--- config.mk ---
export PLATFORM = sky130hd
export DESIGN_NAME = hilbert_curve_converter
export DESIGN_NICKNAME = d
export VERILOG_FILES = /design/src/hw/rtl/hcc_pkg.sv /design/src/hw/rtl/hilbert_curve_converter.sv
export SDC_FILE = /design/constraint.sdc
export NUM_CORES = 1
export LEC_CHECK = 0
export BUFFER_PORTS_ARGS = -buffer_cell sky130_fd_sc_hd__buf_4
export CAP_MARGIN = 30
export CORE_ASPECT_RATIO = 0.6
export CORE_UTILIZATION = 35
export CTS_CLUSTER_SIZE = 12
export DETAILED_ROUTE_END_ITERATION = 8
export GPL_TIMING_DRIVEN = 0
export PLACE_DENSITY = 0.53
export SLEW_MARGIN = 15
export SYNTH_ARGS = -nofsm -noshare
export SYNTH_HDL_FRONTEND = slang
export SYNTH_SLANG_ARGS = --single-unit
--- constraint.sdc ---
create_clock -name i_clk -period 31.2 [get_ports i_clk]
set_input_delay 3.12 -clock i_clk [delete_from_list [all_inputs] [get_ports i_clk]]
set_output_delay 3.12 -clock i_clk [all_outputs]
set_load 0.03 [all_outputs]
--- src/hw/rtl/hcc_pkg.sv ---
// Shared types, curve tables and per-level step functions for the Hilbert curve converter.
package hcc_pkg;

    // Fixed field widths.
    localparam int COORD_W = 32;
    localparam int INDEX_W = 64;
    localparam int ORDER_W = 6;
    localparam int BIT_W   = 5;

    // Curve levels evaluated between two pipeline registers.
    localparam int LEVELS_PER_STAGE = 4;

    // Function selector codes.
    localparam logic FUNC_ENC = 1'b0;
    localparam logic FUNC_DEC = 1'b1;

    // Packed state tables, indexed by row = {state, two input bits}.
    localparam logic [31:0] ENC_DIGIT = 32'h361E9CB4;
    localparam logic [31:0] ENC_NEXT  = 32'h8FE65831;
    localparam logic [15:0] DEC_XBIT  = 16'h936C;
    localparam logic [15:0] DEC_YBIT  = 16'h39C6;
    localparam logic [31:0] DEC_NEXT  = 32'h3E6B94C1;

    // Work word that travels down the pipeline.
    typedef struct packed {
        logic               func;
        logic [1:0]         st;
        logic [COORD_W-1:0] x;
        logic [COORD_W-1:0] y;
        logic [INDEX_W-1:0] d;
    } t_stage;

    // Two-bit entry of a packed 16-row table.
    function automatic logic [1:0] tbl2(logic [31:0] tbl, logic [3:0] row);
        logic [31:0] tmp;
        tmp = tbl >> {row, 1'b0};
        return tmp[1:0];
    endfunction

    // One curve level at bit position b; an inactive level passes the word unchanged.
    function automatic t_stage hcc_level(t_stage s_in, logic [BIT_W-1:0] b, logic act);
        t_stage     s_out;
        logic [3:0] row;
        s_out = s_in;
        if (s_in.func == FUNC_ENC) begin
            row = {s_in.st, s_in.x[b], s_in.y[b]};
        end else begin
            row = {s_in.st, s_in.d[{b, 1'b0} +: 2]};
        end
        if (act) begin
            if (s_in.func == FUNC_ENC) begin
                s_out.d[{b, 1'b0} +: 2] = tbl2(ENC_DIGIT, row);
                s_out.st                = tbl2(ENC_NEXT, row);
            end else begin
                s_out.x[b] = DEC_XBIT[row];
                s_out.y[b] = DEC_YBIT[row];
                s_out.st   = tbl2(DEC_NEXT, row);
            end
        end
        return s_out;
    endfunction

endpackage

--- src/hw/rtl/hilbert_curve_converter.sv ---
// Top level of the Hilbert curve converter, a pipeline of curve-table steps.
// Throughput is one item per cycle while the output is not stalled;
// each stage evaluates four table levels of the curve walk.
// A stalled output holds its item while empty stages upstream keep accepting.
// Synchronous active-low reset clears all valid bits and sets the curve order to 32.
module hilbert_curve_converter
    import hcc_pkg::*;
#(
    parameter int MAX_ORDER = 32
) (
    input  logic                 i_clk,
    input  logic                 i_rst_n,
    // Configuration: curve order.
    input  logic                 i_cfg_we,
    input  logic [ORDER_W-1:0]   i_cfg_wdata,
    // Input items.
    input  logic                 s_axis_tvalid,
    output logic                 s_axis_tready,
    // tdata, lowest bit up: x_coord[31:0], y_coord[63:32], curve_index_in[127:64].
    input  logic [127:0]         s_axis_tdata,
    // tuser: func.
    input  logic                 s_axis_tuser,
    // Result items.
    output logic                 m_axis_tvalid,
    input  logic                 m_axis_tready,
    // tdata, lowest bit up: curve_index_out[63:0], x_out[95:64], y_out[127:96].
    output logic [127:0]         m_axis_tdata
);

    localparam int NUM_STAGES = (MAX_ORDER + LEVELS_PER_STAGE - 1) / LEVELS_PER_STAGE;

    logic [ORDER_W-1:0] r_order;
    logic [ORDER_W-1:0] w_eff;
    t_stage             r_stg [NUM_STAGES+1];
    t_stage             n_stg [NUM_STAGES+1];
    logic [NUM_STAGES:0] r_vld;
    logic [NUM_STAGES:0] w_rdy;

    // Curve order register, saturated to the levels that are built.
    always_ff @(posedge i_clk) begin
        if (!i_rst_n) begin
            r_order <= ORDER_W'(32);
        end else if (i_cfg_we) begin
            r_order <= i_cfg_wdata;
        end
    end

    assign w_eff = (r_order > ORDER_W'(MAX_ORDER)) ? ORDER_W'(MAX_ORDER) : r_order;

    // Input stage: the field that becomes the result starts cleared.
    always_comb begin
        n_stg[0].func = s_axis_tuser;
        n_stg[0].st   = 2'b00;
        n_stg[0].x    = s_axis_tdata[31:0];
        n_stg[0].y    = s_axis_tdata[63:32];
        n_stg[0].d    = s_axis_tdata[127:64];
        if (s_axis_tuser == FUNC_ENC) begin
            n_stg[0].d = '0;
        end else begin
            n_stg[0].x = '0;
            n_stg[0].y = '0;
        end
    end

    // Table stages, four curve levels each, from the top bit down.
    for (genvar s = 1; s <= NUM_STAGES; s++) begin : g_stage
        t_stage w_chain [LEVELS_PER_STAGE+1];
        assign w_chain[0] = r_stg[s-1];
        for (genvar k = 0; k < LEVELS_PER_STAGE; k++) begin : g_level
            localparam int B = MAX_ORDER - 1 - LEVELS_PER_STAGE * (s - 1) - k;
            if (B >= 0) begin : g_act
                assign w_chain[k+1] = hcc_level(w_chain[k], BIT_W'(B),
                                                ORDER_W'(B) < w_eff);
            end else begin : g_pass
                assign w_chain[k+1] = w_chain[k];
            end
        end
        assign n_stg[s] = w_chain[LEVELS_PER_STAGE];
    end

    // Per-stage ready: a stage takes a new item when empty or when it drains.
    assign w_rdy[NUM_STAGES] = !r_vld[NUM_STAGES] || m_axis_tready;
    for (genvar s = 0; s < NUM_STAGES; s++) begin : g_rdy
        assign w_rdy[s] = !r_vld[s] || w_rdy[s+1];
    end

    // Valid bits and payload registers.
    for (genvar s = 0; s <= NUM_STAGES; s++) begin : g_reg
        logic w_in_vld;
        if (s == 0) begin : g_first
            assign w_in_vld = s_axis_tvalid;
        end else begin : g_next
            assign w_in_vld = r_vld[s-1];
        end
        always_ff @(posedge i_clk) begin
            if (!i_rst_n) begin
                r_vld[s] <= 1'b0;
            end else if (w_rdy[s]) begin
                r_vld[s] <= w_in_vld;
            end
        end
        always_ff @(posedge i_clk) begin
            if (w_rdy[s] && w_in_vld) begin
                r_stg[s] <= n_stg[s];
            end
        end
    end

    // Result: the unused side of each function reads as zero.
    assign s_axis_tready = w_rdy[0];
    assign m_axis_tvalid = r_vld[NUM_STAGES];
    always_comb begin
        if (r_stg[NUM_STAGES].func == FUNC_ENC) begin
            m_axis_tdata = {64'd0, r_stg[NUM_STAGES].d};
        end else begin
            m_axis_tdata = {r_stg[NUM_STAGES].y, r_stg[NUM_STAGES].x, 64'd0};
        end
    end

endmodule

; ---- Yosys cells after proc, flatten, opt, wreduce, memory -nomap -nowiden
; Memories as Yosys holds them, arrays and structs flattened.
; Index checks and enable logic that the tools add are counted.
; W data, S select, Z words.
[classes]
n_reduce_logical = 27
magnitude_cmp = 65
n_mux = 373
n_shift = 96
[op_table]
columns = cell, n
row1 = $shr A30 B5 Y2 const A, 64
row2 = $shr A32 B5 Y2 const A, 32
row3 = $mux W2, 159
row4 = $mux W1, 209
row5 = $lt A4 B5 Y1 const B, 32
row6 = $mux W128, 1
row7 = $mux W64, 2
row8 = $lt A5 B6 Y1 const A, 16
row9 = $lt A4 B6 Y1 const A, 8
row10 = $lt A3 B6 Y1 const A, 4
row11 = $lt A1 B6 Y1 const A, 2
row12 = $lt A2 B6 Y1 const A, 2
row13 = $logic_and A1 B1 Y1, 9
row14 = $logic_not A1 Y1, 9
row15 = $logic_or A1 B1 Y1, 9
row16 = $gt A6 B6 Y1 const B, 1
row17 = $mux W6, 1
row18 = $mux W3, 1
[totals]
mem_bits_ro = 1024
mem_count = 65
input_bits = 140
out_inout_bits = 130
ram_bits = 1179
elab_cells = 636
ff_bits = 15
[memory_table]
columns = name, depth, width, read_ports, rd_clocked_by_memory_dff, wr, line
row1 = r_stg, 9, 131, 9, 0, 9, hilbert_curve_converter.sv:34  ; t_stage r_stg [NUM_STAGES+1];
row2 = (name not given), 16, 1, 1, 0, 0, hcc_pkg.sv:56  ; s_out.y[b] = DEC_YBIT[row];
row3 = (name not given), 16, 1, 1, 0, 0, hcc_pkg.sv:55  ; s_out.x[b] = DEC_XBIT[row];
row4 = (name not given), 16, 1, 1, 0, 0, hcc_pkg.sv:56
row5 = (name not given), 16, 1, 1, 0, 0, hcc_pkg.sv:55
row6 = (name not given), 16, 1, 1, 0, 0, hcc_pkg.sv:56
row7 = +59 memories, --, --, --, --, --, --

; ---- Depth between registers and ports, before layout
; Gate-level depths: netlist of run 1.
; An unclocked memory read counts as a cell.
[logic_depth]
ltp_word = 16
ltp_mapped = 15
depth_no_buf = 12

; ---- Least setup slack after synthesis of run 1
; No wires, ideal clock.
[synth_timing]
path_kind = input-to-reg
startpoint = input m_axis_tready
endpoint = memory r_stg[0][131] in the netlist's numbering (enable)
path_slack_ps = 17057
setup_ps = 822
t_required_ps = 30378
arrival_ps = 13322
cell_stages = 7
n_path_buf = 1
path_cell_list = nor2b_1 > and2_1 > and3_1 > clkbuf_1 > nand3_1 > nor2_1 > a21boi_0
[synth_rtl]
columns = item, line
row1 = from (decl), hilbert_curve_converter.sv:25  ; input logic m_axis_tready,
row2 = to (decl), hilbert_curve_converter.sv:34

; ---- Worst setup path in the final report of run 1
[layout_timing]
startpoint = input m_axis_tready
endpoint = output s_axis_tready
[layout_between]
elab_chain_cells = 9
[layout_lines]
columns = item, line
row1 = $logic_or A1 B1 Y1, hilbert_curve_converter.sv:82  ; assign w_rdy[NUM_STAGES] = !r_vld[NUM_STAGES] || m_axis_tready;
row2 = $logic_or A1 B1 Y1 (8 in series), hilbert_curve_converter.sv:84  ; assign w_rdy[s] = !r_vld[s] || w_rdy[s+1];
row3 = to (decl), hilbert_curve_converter.sv:18  ; output logic s_axis_tready,
; Every way passes these cells.

==> results.sh, run 1 <==
export IMPL_status="complete, no violations"
export IMPL_synth_cell_area_um2=46710
export IMPL_die_height_um=285.0
export IMPL_setup_tns_final_ns=0
export IMPL_grt_start_max_net_pins=30
export IMPL_detail_route_drc_violations=0
export IMPL_yosys_warnings=0
export IMPL_synthDominantAreaCellType="edfxtp_1"
export IMPL_post_cts_resize_count=0
export IMPL_static_leakage_uw=0.01906
export IMPL_synth_sequential_area_ratio_pct=76.18
export IMPL_utilization_pct=42.61
export IMPL_tightestPinTransition_ns=0.9495
export IMPL_post_route_min_period_ns=8.814
export IMPL_postSynthCellCount=2941
export IMPL_placement_rows=103
export IMPL_post_route_worst_setup_slack_ns=22.39
export IMPL_power_total_uw=3293
export IMPL_clock_sinks=1190
export IMPL_cts_htree_levels=3
export IMPL_setup_violations_final=0
export IMPL_cts_reportedPaths_clkPinSlew_ns=0.06
export IMPL_cts_tree="done"
export IMPL_synthTopCellsByArea="edfxtp_1 76%, xnor2_1 2.6%, nor2b_1 2.2%, mux2i_1 2.1%, and2_1 1.9%"
export IMPL_max_vdd_ir_drop_uv=44.25
export IMPL_layout_area_seq_um2=35580
export IMPL_timing_critical_path_fanout_max=6
export IMPL_final_hold_worst_slack_ns=0.3961
export IMPL_ys_ff_latch=1190
export IMPL_postRouteWirelength_mm=108.0
export IMPL_coreArea_um2=132000
export IMPL_rsz0062_at_grt="no"
export IMPL_grt_pass1_wl_mm=157.0
export IMPL_grt_total_usage_pct=15.83
export IMPL_startpoint_type="input port"
export IMPL_drt_via_density=4.706
export IMPL_detail_route_first_pass_iterations=6
export IMPL_power_density_nw_per_um2=58.56
export IMPL_critical_path_arrival_ns=5.69
export IMPL_min_period_over_period_pct=28.25
export IMPL_x_dimension_of_the_die_um=473.6
export IMPL_cts_inserted_buffers=117
export IMPL_hold_class="reg2reg"
export IMPL_flow_area_growth_from_synthesis_pct=20.38
export IMPL_antenna_found_initial=11
export IMPL_r2r_setup_slack_ns=26.52
export IMPL_drive_above_1_share_pct=17.32
export IMPL_count_of_hold_fix_buffers_inserted_at_cts=0
export IMPL_die_area_um2=135000
export IMPL_fmax_mhz=113.5
export IMPL_fill_cells=11850
export IMPL_design_final_nets=3537
export IMPL_num_io_pins=270
export IMPL_slew_headroom_pct=36.11
export IMPL_routed_via_count=24710
export IMPL_ctsRootBufferMaster="clkbuf_16"
export IMPL_dr_first_iter_drc_count=2170
export IMPL_slew_violations=0
export IMPL_drt_antenna_violating_nets=0
export IMPL_first_global_vias=23230
export IMPL_place_hpwl_mm=80.74
export IMPL_yosysTopAreaCellShare_pct=75.54
export IMPL_synth_common_cells="1175 x edfxtp_1, 203 x nand2_1, 161 x nor2b_1"
export IMPL_post_place_worst_slack_ns=22.41
export IMPL_synth_cell_type_count=96
export IMPL_globalplace_congestion=0.8503
export IMPL_setup_worst_path_end_class="primary output"
export IMPL_postSynthAreaPerCell_um2=15.88
export IMPL_placement_io_buffers=268
export IMPL_starting_density_pct=35.40
export IMPL_post_drt_wl_per_cell_um=20.57
export IMPL_cp_required_ns=28.08
export IMPL_worst_clock_skew_ns=0.03733
export IMPL_report_final_hold_viol_count=0
export IMPL_synth_edf_count=1175
export IMPL_synth_fp_nets=3081
export IMPL_ys_async_sr_fraction_pct=0
export IMPL_maxCapViolCount=0
export IMPL_post_cts_repair_setup_buffers=0
export IMPL_grt_remaining_overflow=0
export IMPL_synth_most_common_cell="edfxtp_1"
export IMPL_clock_latency_ns=0.72
export IMPL_cts_max_path_bufs=3
export IMPL_multi_input_area_um2=10550
export IMPL_synth_ff_type="edfxtp_1"
export IMPL_critPathKind="in2out"
[cell usage in the layout, fill, tap and decap left out, types with 15 or more instances in the layout]
cell type | Yosys | routed
inv_1 | 32 | 32
clkbuf_16 | 0 | 118
a31oi_1 | 37 | 35
clkbuf_1 | 79 | 113
o21a_1 | 15 | 15
nor2b_1 | 161 | 157
a21oi_1 | 83 | 83
xor2_1 | 68 | 68
edfxtp_1 | 1175 | 1175
nand2b_1 | 32 | 32
and2_1 | 144 | 144
o21ai_0 | 124 | 124
xnor2_1 | 136 | 136
buf_2 | 19 | 19
dfxtp_1 | 15 | 15
mux2i_1 | 100 | 100
nand3_1 | 36 | 36
buf_1 | 15 | 15
nand2_1 | 203 | 203
mux2_2 | 36 | 36
buf_12 | 0 | 19
and3_1 | 15 | 15
buf_16 | 0 | 43
buf_4 | 4 | 272
nor2_1 | 144 | 144
nor3_1 | 23 | 23
[metrics by stage]
| step | std cells | cell area [um2] |
|---|---|---|
| detailed placement | 5063 | 52710 |
| finish | 5251 | 56230 |
| global placement | 4994 | 50960 |
| global route | 5249 | 56220 |
| floorplan | 2941 | 46710 |
| CTS | 5249 | 56220 |
[final timing paths]
check / start / to / cells after the start
max: m_axis_tready / s_axis_tready / 9
min: r_stg[0][310] / r_stg[0][441] / 0
max reg2reg: r_order[5] / r_stg[0][223] / 11
min reg2reg: r_stg[0][310] / r_stg[0][441] / 0
[layout make-up]
class                           count  area share [%]
Antenna cell                        2        0.008901
Buffer                            124          0.9813
Clock buffer                      153           5.485
Clock inverter                     33          0.7566
Inverter                           33          0.2203
Multi-Input combinational cell   1594           18.77
Sequential cell                  1190           63.28
Tap cell                         1785           3.972
Timing Repair Buffer              337           6.526
[routing by layer]
layer  up-vias  share of wire [%]  global-route usage [%]
met5         -              0.019                       0
met4         2                1.9                   3.428
met3       129                5.5                   2.988
met2       611                 40                   21.41
met1     12120                 53                   25.78
li1      11850                  -                       -
[kinds of logic after synthesis]
kind of cell           after synthesis  share of synthesized area [%]
flip-flops                        1190                          76.18
AND/OR/NAND/NOR                    830                          9.287
AO/OA/AOI/OAI                      415                          5.863
XOR/XNOR                           207                          3.970
buffers and inverters              157                          1.444
multiplexers                       142                          3.257
[state kept, by name, summed over array words and instances (netlist names)]
register       flops
r_stg           1175
g.w_in_vld         8
r_order            6
m_axis_tvalid      1
[worst max-delay path: stages]
cell      delay (ns)
buf_4           0.13
nor2b_1         0.28
and2_1          0.36
and3_1          0.20
clkbuf_1        0.38
nand3_1         0.18
nor2_1          0.58
nand3_1         0.22
buf_4           0.23
[where the power goes]
| part | switching [uW] | internal [uW] | total, uW |
|---|---|---|---|
| clock | 573 | 739 | 1310 |
| combinational | 108 | 79.4 | 187 |
| sequential | 12.6 | 1780 | 1790 |
Power figures use the tool's default switching activity.
==> run 2, diff against run 1 <==
Settings changed: PLACE_DENSITY 0.53 to 0.55.
Clock period 31.2 ns to 7.3 ns, I/O delays scaled along.
==> run 2 against run 1 <==
Compared with the run above:
- design area is essentially flat
- largest power group unchanged
- setup slack lost 20 ns
- via count shrank 0.22%
- first-iteration DRC count shrank 1.5%
- critical path depth grew 5
- sequential power grew to 4.3 times the previous value
- routed wire length grew 0.68%
- clock-buffer cell count shrank 2
- register-to-register slack lost 24 ns
- non-clock buffer count is the same
- clock power grew to 4.2 times the previous value
==> results.sh, run 2 (same netlist as run 1, synthesis figures left out) <==
export IMPL_status="complete, no violations"
export IMPL_layout_cells_most_common="edfxtp_1"
export IMPL_die_area_um2=135000
export IMPL_cts_tree="done"
export IMPL_die_height_um=285.0
export IMPL_ctsRootBufferMaster="clkbuf_16"
export IMPL_first_global_vias=23520
export IMPL_antenna_found_initial=11
export IMPL_r2r_setup_slack_ns=2.77
export IMPL_cp_slowest_cell="o31ai_2"
export IMPL_detail_route_first_pass_iterations=6
export IMPL_path_cells="buf_4 > buf_2 > buf_2 > nor2_1 > a31oi_1 > a2bb2oi_1 > nor2_1 > o31ai_2 > xor2_1 > o21a_1 > o21ai_2 > mux2i_1 > xor2_1 > mux2_2"
export IMPL_hold_class="in2reg"
export IMPL_post_route_min_period_ns=4.528
export IMPL_p_int_uw=11050
export IMPL_static_leakage_uw=0.01907
export IMPL_detail_route_drc_violations=0
export IMPL_mostFrequentLayoutCells="1175 x edfxtp_1, 272 x buf_4, 203 x nand2_1, 157 x nor2b_1"
export IMPL_tightestPinTransition_ns=0.9911
export IMPL_power_sequential_fraction_pct=54.8
export IMPL_cp_required_ns=7.76
export IMPL_n_antenna_cell=0
export IMPL_critical_path_arrival_ns=4.99
export IMPL_post_route_worst_setup_slack_ns=2.772
export IMPL_rsz0062_at_grt="no"
export IMPL_placement_rows=103
export IMPL_worstRegToRegCells=14
export IMPL_clock_sinks=1190
export IMPL_drt_antenna_violating_nets=0
export IMPL_cts_max_path_bufs=3
export IMPL_fmax_mhz=220.8
export IMPL_setup_tns_final_ns=0
export IMPL_post_drt_wl_per_cell_um=20.73
export IMPL_slew_headroom_pct=33.92
export IMPL_worst_hold_path_endpoint="r_stg[0][130]"
export IMPL_starting_density_pct=35.40
export IMPL_pwr_share_comb_pct=5.7
export IMPL_min_period_over_period_pct=62.03
export IMPL_grt_total_usage_pct=16.00
export IMPL_cts_htree_levels=3
export IMPL_post_place_worst_slack_ns=2.760
export IMPL_report_final_hold_viol_count=0
export IMPL_maxCapViolCount=0
export IMPL_power_total_uw=14000
export IMPL_setup_worst_path_end_class="flip-flop"
export IMPL_grt_remaining_overflow=0
export IMPL_drt_via_density=4.700
export IMPL_routed_via_count=24660
export IMPL_design_final_nets=3537
export IMPL_critPathKind="reg2reg"
export IMPL_max_flop_register="r_stg"
export IMPL_timing_rr_end="r_stg[0][557]"
export IMPL_coreArea_um2=132000
export IMPL_clock_latency_ns=0.73
export IMPL_timing_critical_path_fanout_max=10
export IMPL_post_cts_resize_count=0
export IMPL_count_of_hold_fix_buffers_inserted_at_cts=0
export IMPL_worst_hold_path_num_cells=1
export IMPL_drive_above_1_share_pct=17.31
export IMPL_dr_first_iter_drc_count=2138
export IMPL_worst_clock_skew_ns=0.04508
export IMPL_x_dimension_of_the_die_um=473.6
export IMPL_startpoint_type="flip-flop"
export IMPL_setup_violations_final=0
export IMPL_flow_area_growth_from_synthesis_pct=20.35
export IMPL_power_density_nw_per_um2=249.0
export IMPL_cts_inserted_buffers=117
export IMPL_cp_slowest_stage_delay_ns=0.73
export IMPL_max_vdd_ir_drop_uv=190.4
export IMPL_postRouteWirelength_mm=108.8
export IMPL_num_io_pins=270
export IMPL_slew_violations=0
export IMPL_grt_pass1_wl_mm=158.3
export IMPL_globalplace_congestion=0.8520
export IMPL_power_switching_fraction_pct=21.07
export IMPL_post_cts_repair_setup_buffers=0
export IMPL_rr_startpoint="r_order[5]"
export IMPL_hp_start="s_axis_tuser"
export IMPL_largest_reg_flops=1175
export IMPL_grt_start_max_net_pins=27
export IMPL_share_clk_of_total_power_pct=39.6
export IMPL_cts_reportedPaths_clkPinSlew_ns=0.07
export IMPL_place_hpwl_mm=81.69
export IMPL_placement_io_buffers=268
export IMPL_net_switching_power_uw=2950
run 2: cell count changes in the layout (fill, tap and decap cells not counted), sizes merged:
cell | previous run | this run
bufinv | 6 | 4
clkbuf | 233 | 231
clkinv | 24 | 23
clkinvlp | 2 | 1
diode | 2 | 0
inv | 34 | 37
run 2: layout make-up:
class	instances	area (um2)
Clock buffer	151	3097
Sequential cell	1190	35580
Multi-Input combinational cell	1594	10550
Timing Repair Buffer	337	3727
Tap cell	1785	2233
Clock inverter	32	355.3
Inverter	33	123.9
Fill cell	11810	75750
Buffer	124	551.8
run 2: routing by layer:
metal	vias to the layer above	track usage, %	wire (um)
met5	-	0	52
met4	8	4.210	2385
met3	139	3.924	6967
met2	653	20.79	42110
met1	12030	25.91	57250
li1	11830	-	-
run 2: through the flow:
stage          cells  hold WS, ns  utilization, %  cell area [um2]
6_report        5246       0.2188           42.60            56220
3_5_place_dp    5062       0.4045           39.98            52760
3_3_place_gp    4994       0.4005           38.63            50980
4_1_cts         5245       0.1666           42.60            56210
2_1_floorplan   2941       0.4003               -            46730
5_1_grt         5246       0.1772           42.60            56220
run 2: worst max-delay path, delay by kind of cell (launching register included):
| kind | cells | cell delay [ns] |
|---|---|---|
| compound gates | 5 | 1.82 |
| buf+inv | 3 | 0.96 |
| mux | 2 | 0.57 |
| flops | 1 | 0.43 |
| simple gates | 2 | 0.26 |
| xor+xnor | 2 | 0.21 |
run 2: how the worst max path moves through the flow:
stage	start	endpoint	slack (ns)
detailed placement	r_order[3]	r_stg[0][1049]	2.76
CTS	m_axis_tvalid	s_axis_tready	2.65
global route	m_axis_tvalid	s_axis_tready	2.46
global placement	m_axis_tready	r_stg[0][615]	-6.30
finish	r_order[5]	r_stg[0][557]	2.77
floorplan	m_axis_tready	r_stg[0][524]	-0.84
run 2: power by group through the flow:
stage | clock [uW] | sequential [uW] | combinational [uW]
CTS | 5720 | 7670 | 799
floorplan | 0 | 7800 | 500
global placement | 0 | 7840 | 734
detailed placement | 0 | 7810 | 797
global route | 5960 | 7670 | 872
finish | 5540 | 7670 | 793
==> run 3, diff against run 2 <==
Clock period 7.3 ns to 4.1 ns, I/O delays scaled along.
==> run 3 against run 2 <==
Compared with the run above:
- final cell count increased by 2.9%
- core utilization up 1.3 points
- routed wire length increased by 0.27%
- global-route usage is essentially flat
- critical path depth decreased by 1
- register-to-register slack worse by 2.7 ns
- largest power group unchanged
- highest routed layer unchanged
==> results.sh, run 3 (same netlist as run 1, synthesis figures left out) <==
export IMPL_max_vdd_ir_drop_uv=334.6
export IMPL_antenna_found_initial=8
export IMPL_power_density_nw_per_um2=433.5
export IMPL_grt_start_max_net_pins=27
export IMPL_slew_violations=0
export IMPL_multi_input_area_um2=10880
export IMPL_final_area_um2=57950
export IMPL_postRouteWirelength_mm=109.1
export IMPL_report_final_hold_viol_count=0
export IMPL_cp_required_ns=4.52
export IMPL_placement_rows=103
export IMPL_detail_route_drc_violations=0
export IMPL_ctsRootBufferMaster="clkbuf_16"
export IMPL_min_period_over_period_pct=98.48
export IMPL_cts_reportedPaths_clkPinSlew_ns=0.06
export IMPL_layout_cells_most_common="edfxtp_1"
export IMPL_cp_slowest_cell="or4_4"
export IMPL_post_drt_wl_per_cell_um=20.20
export IMPL_drive_above_1_share_pct=19.00
export IMPL_startpoint_type="flip-flop"
export IMPL_critPathMostFrequentCell="a21oi_4"
export IMPL_largest_reg_flops=1175
export IMPL_layout_area_seq_um2=35590
export IMPL_num_io_pins=270
export IMPL_fill_cells=11760
export IMPL_hold_class="in2reg"
export IMPL_post_route_min_period_ns=4.038
export IMPL_clock_sinks=1190
export IMPL_setup_tns_final_ns=0
export IMPL_placement_cell_area_um2=52610
export IMPL_dr_first_iter_drc_count=1991
export IMPL_fmax_mhz=247.7
export IMPL_grt_total_usage_pct=16.02
export IMPL_max_flop_register="r_stg"
export IMPL_drt_via_density=4.670
export IMPL_mostFrequentLayoutCells="1175 x edfxtp_1, 318 x buf_4, 201 x nand2_1, 157 x nor2b_1, 143 x and2_1"
export IMPL_placement_io_buffers=268
export IMPL_cts_tree="done"
export IMPL_cp_slowest_stage_delay_ns=0.51
export IMPL_critPathKind="reg2reg"
export IMPL_drt_antenna_violating_nets=0
export IMPL_detail_route_first_pass_iterations=5
export IMPL_cts_max_path_bufs=3
export IMPL_coreArea_um2=132000
export IMPL_globalplace_congestion=0.8571
export IMPL_worst_clock_skew_ns=0.04048
export IMPL_design_final_nets=3681
export IMPL_clock_latency_ns=0.72
export IMPL_tightestPinTransition_ns=0.9761
export IMPL_grt_pass1_wl_mm=159.3
export IMPL_flow_area_growth_from_synthesis_pct=24.07
export IMPL_setup_worst_path_end_class="flip-flop"
export IMPL_setup_violations_final=0
export IMPL_static_leakage_uw=0.01981
export IMPL_grt_remaining_overflow=0
export IMPL_die_area_um2=135000
export IMPL_x_dimension_of_the_die_um=473.6
export IMPL_starting_density_pct=35.40
export IMPL_cts_inserted_buffers=117
export IMPL_status="complete, no violations"
export IMPL_maxCapViolCount=0
export IMPL_first_global_vias=23990
export IMPL_slew_headroom_pct=34.92
export IMPL_die_height_um=285.0
export IMPL_place_hpwl_mm=80.47
export IMPL_routed_via_count=25210
export IMPL_timing_critical_path_fanout_max=9
export IMPL_cts_htree_levels=3
export IMPL_rsz0062_at_grt="yes"
export IMPL_critical_path_arrival_ns=4.46
export IMPL_path_cells="buf_6 > or3b_4 > and2_4 > mux4_2 > a21oi_4 > xnor2_2 > a22o_1 > a21oi_4 > mux2_4 > or4_4 > xnor2_4 > xor2_1 > o21ai_2"
[run 3: cell count changes in the layout (fill, tap and decap cells not counted), sizes merged]
cell,change
clkinv,+4
clkbuf,+1
buf,+37
diode,+2
dlygate4sd3,+111
inv,-3
[run 3: layer usage]
layer | global-route usage (%) | up-vias | routed length, um
met2 | 21.52 | 631 | 43630
met1 | 25.43 | 12280 | 56210
met5 | 0 | - | 12
met4 | 4.072 | 2 | 2410
met3 | 3.858 | 143 | 6787
li1 | - | 12150 | -
[run 3: final timing paths]
check / from / endpoint / slack (ns) / cells after the start
worst max-delay path: r_stg[0][654] / r_stg[0][731] / 0.06 / 13
worst min-delay path: s_axis_tdata[70] / r_stg[0][6] / 0.04 / 2
worst max register to register: r_stg[0][654] / r_stg[0][731] / 0.06 / 13
worst min register to register: r_stg[0][897] / r_stg[0][1028] / 0.40 / 0
[run 3: through the flow]
step	hold WS, ns	setup WS (ns)	total power (uW)	util [%]	cells
finish	0.04464	0.06225	25120	43.92	5398
global route	0.002877	-0.03939	26060	43.91	5397
CTS	0.001065	0.002303	25370	43.58	5373
detailed placement	0.4045	-0.4437	15320	39.87	5057
global placement	0.4008	-3.803	15240	38.66	4994
floorplan	0.4003	-1.014	14770	-	2941
[run 3: layout make-up]
cell class	instances	area share, %
inverter	33	0.2137
tap	1785	3.854
timing repair buffer	490	8.765
clock buffer	156	5.356
sequential	1190	61.40
antenna	2	0.008636
multi-input combinational	1594	18.77
clock inverter	33	0.6887
buffer	115	0.9435
[run 3: timing repair]
action,CTS,global route
pin swaps,11,22
endpoints found under the hold margin,113,1
gates resized for setup,26,62
hold buffers,110,1
setup endpoints to repair,28,33
buffers inserted,19,28
[run 3: worst max-delay path: cells and delay by family (launching register included)]
| family | cells | cell delay (ns) |
|---|---|---|
| AOI/OAI and AO/OA | 4 | 0.84 |
| muxes | 2 | 0.81 |
| and+or+nand+nor | 3 | 1.06 |
| xor gates and xnor gates | 3 | 0.46 |
| buffers and inverters | 1 | 0.16 |
| DFF | 1 | 0.41 |
[run 3: report_power, final]
| group | internal, uW | total (uW) | switching (uW) |
|---|---|---|---|
| logic | 738 | 1600 | 867 |
| registers | 13600 | 13700 | 98.8 |
| clock network | 5530 | 9870 | 4340 |
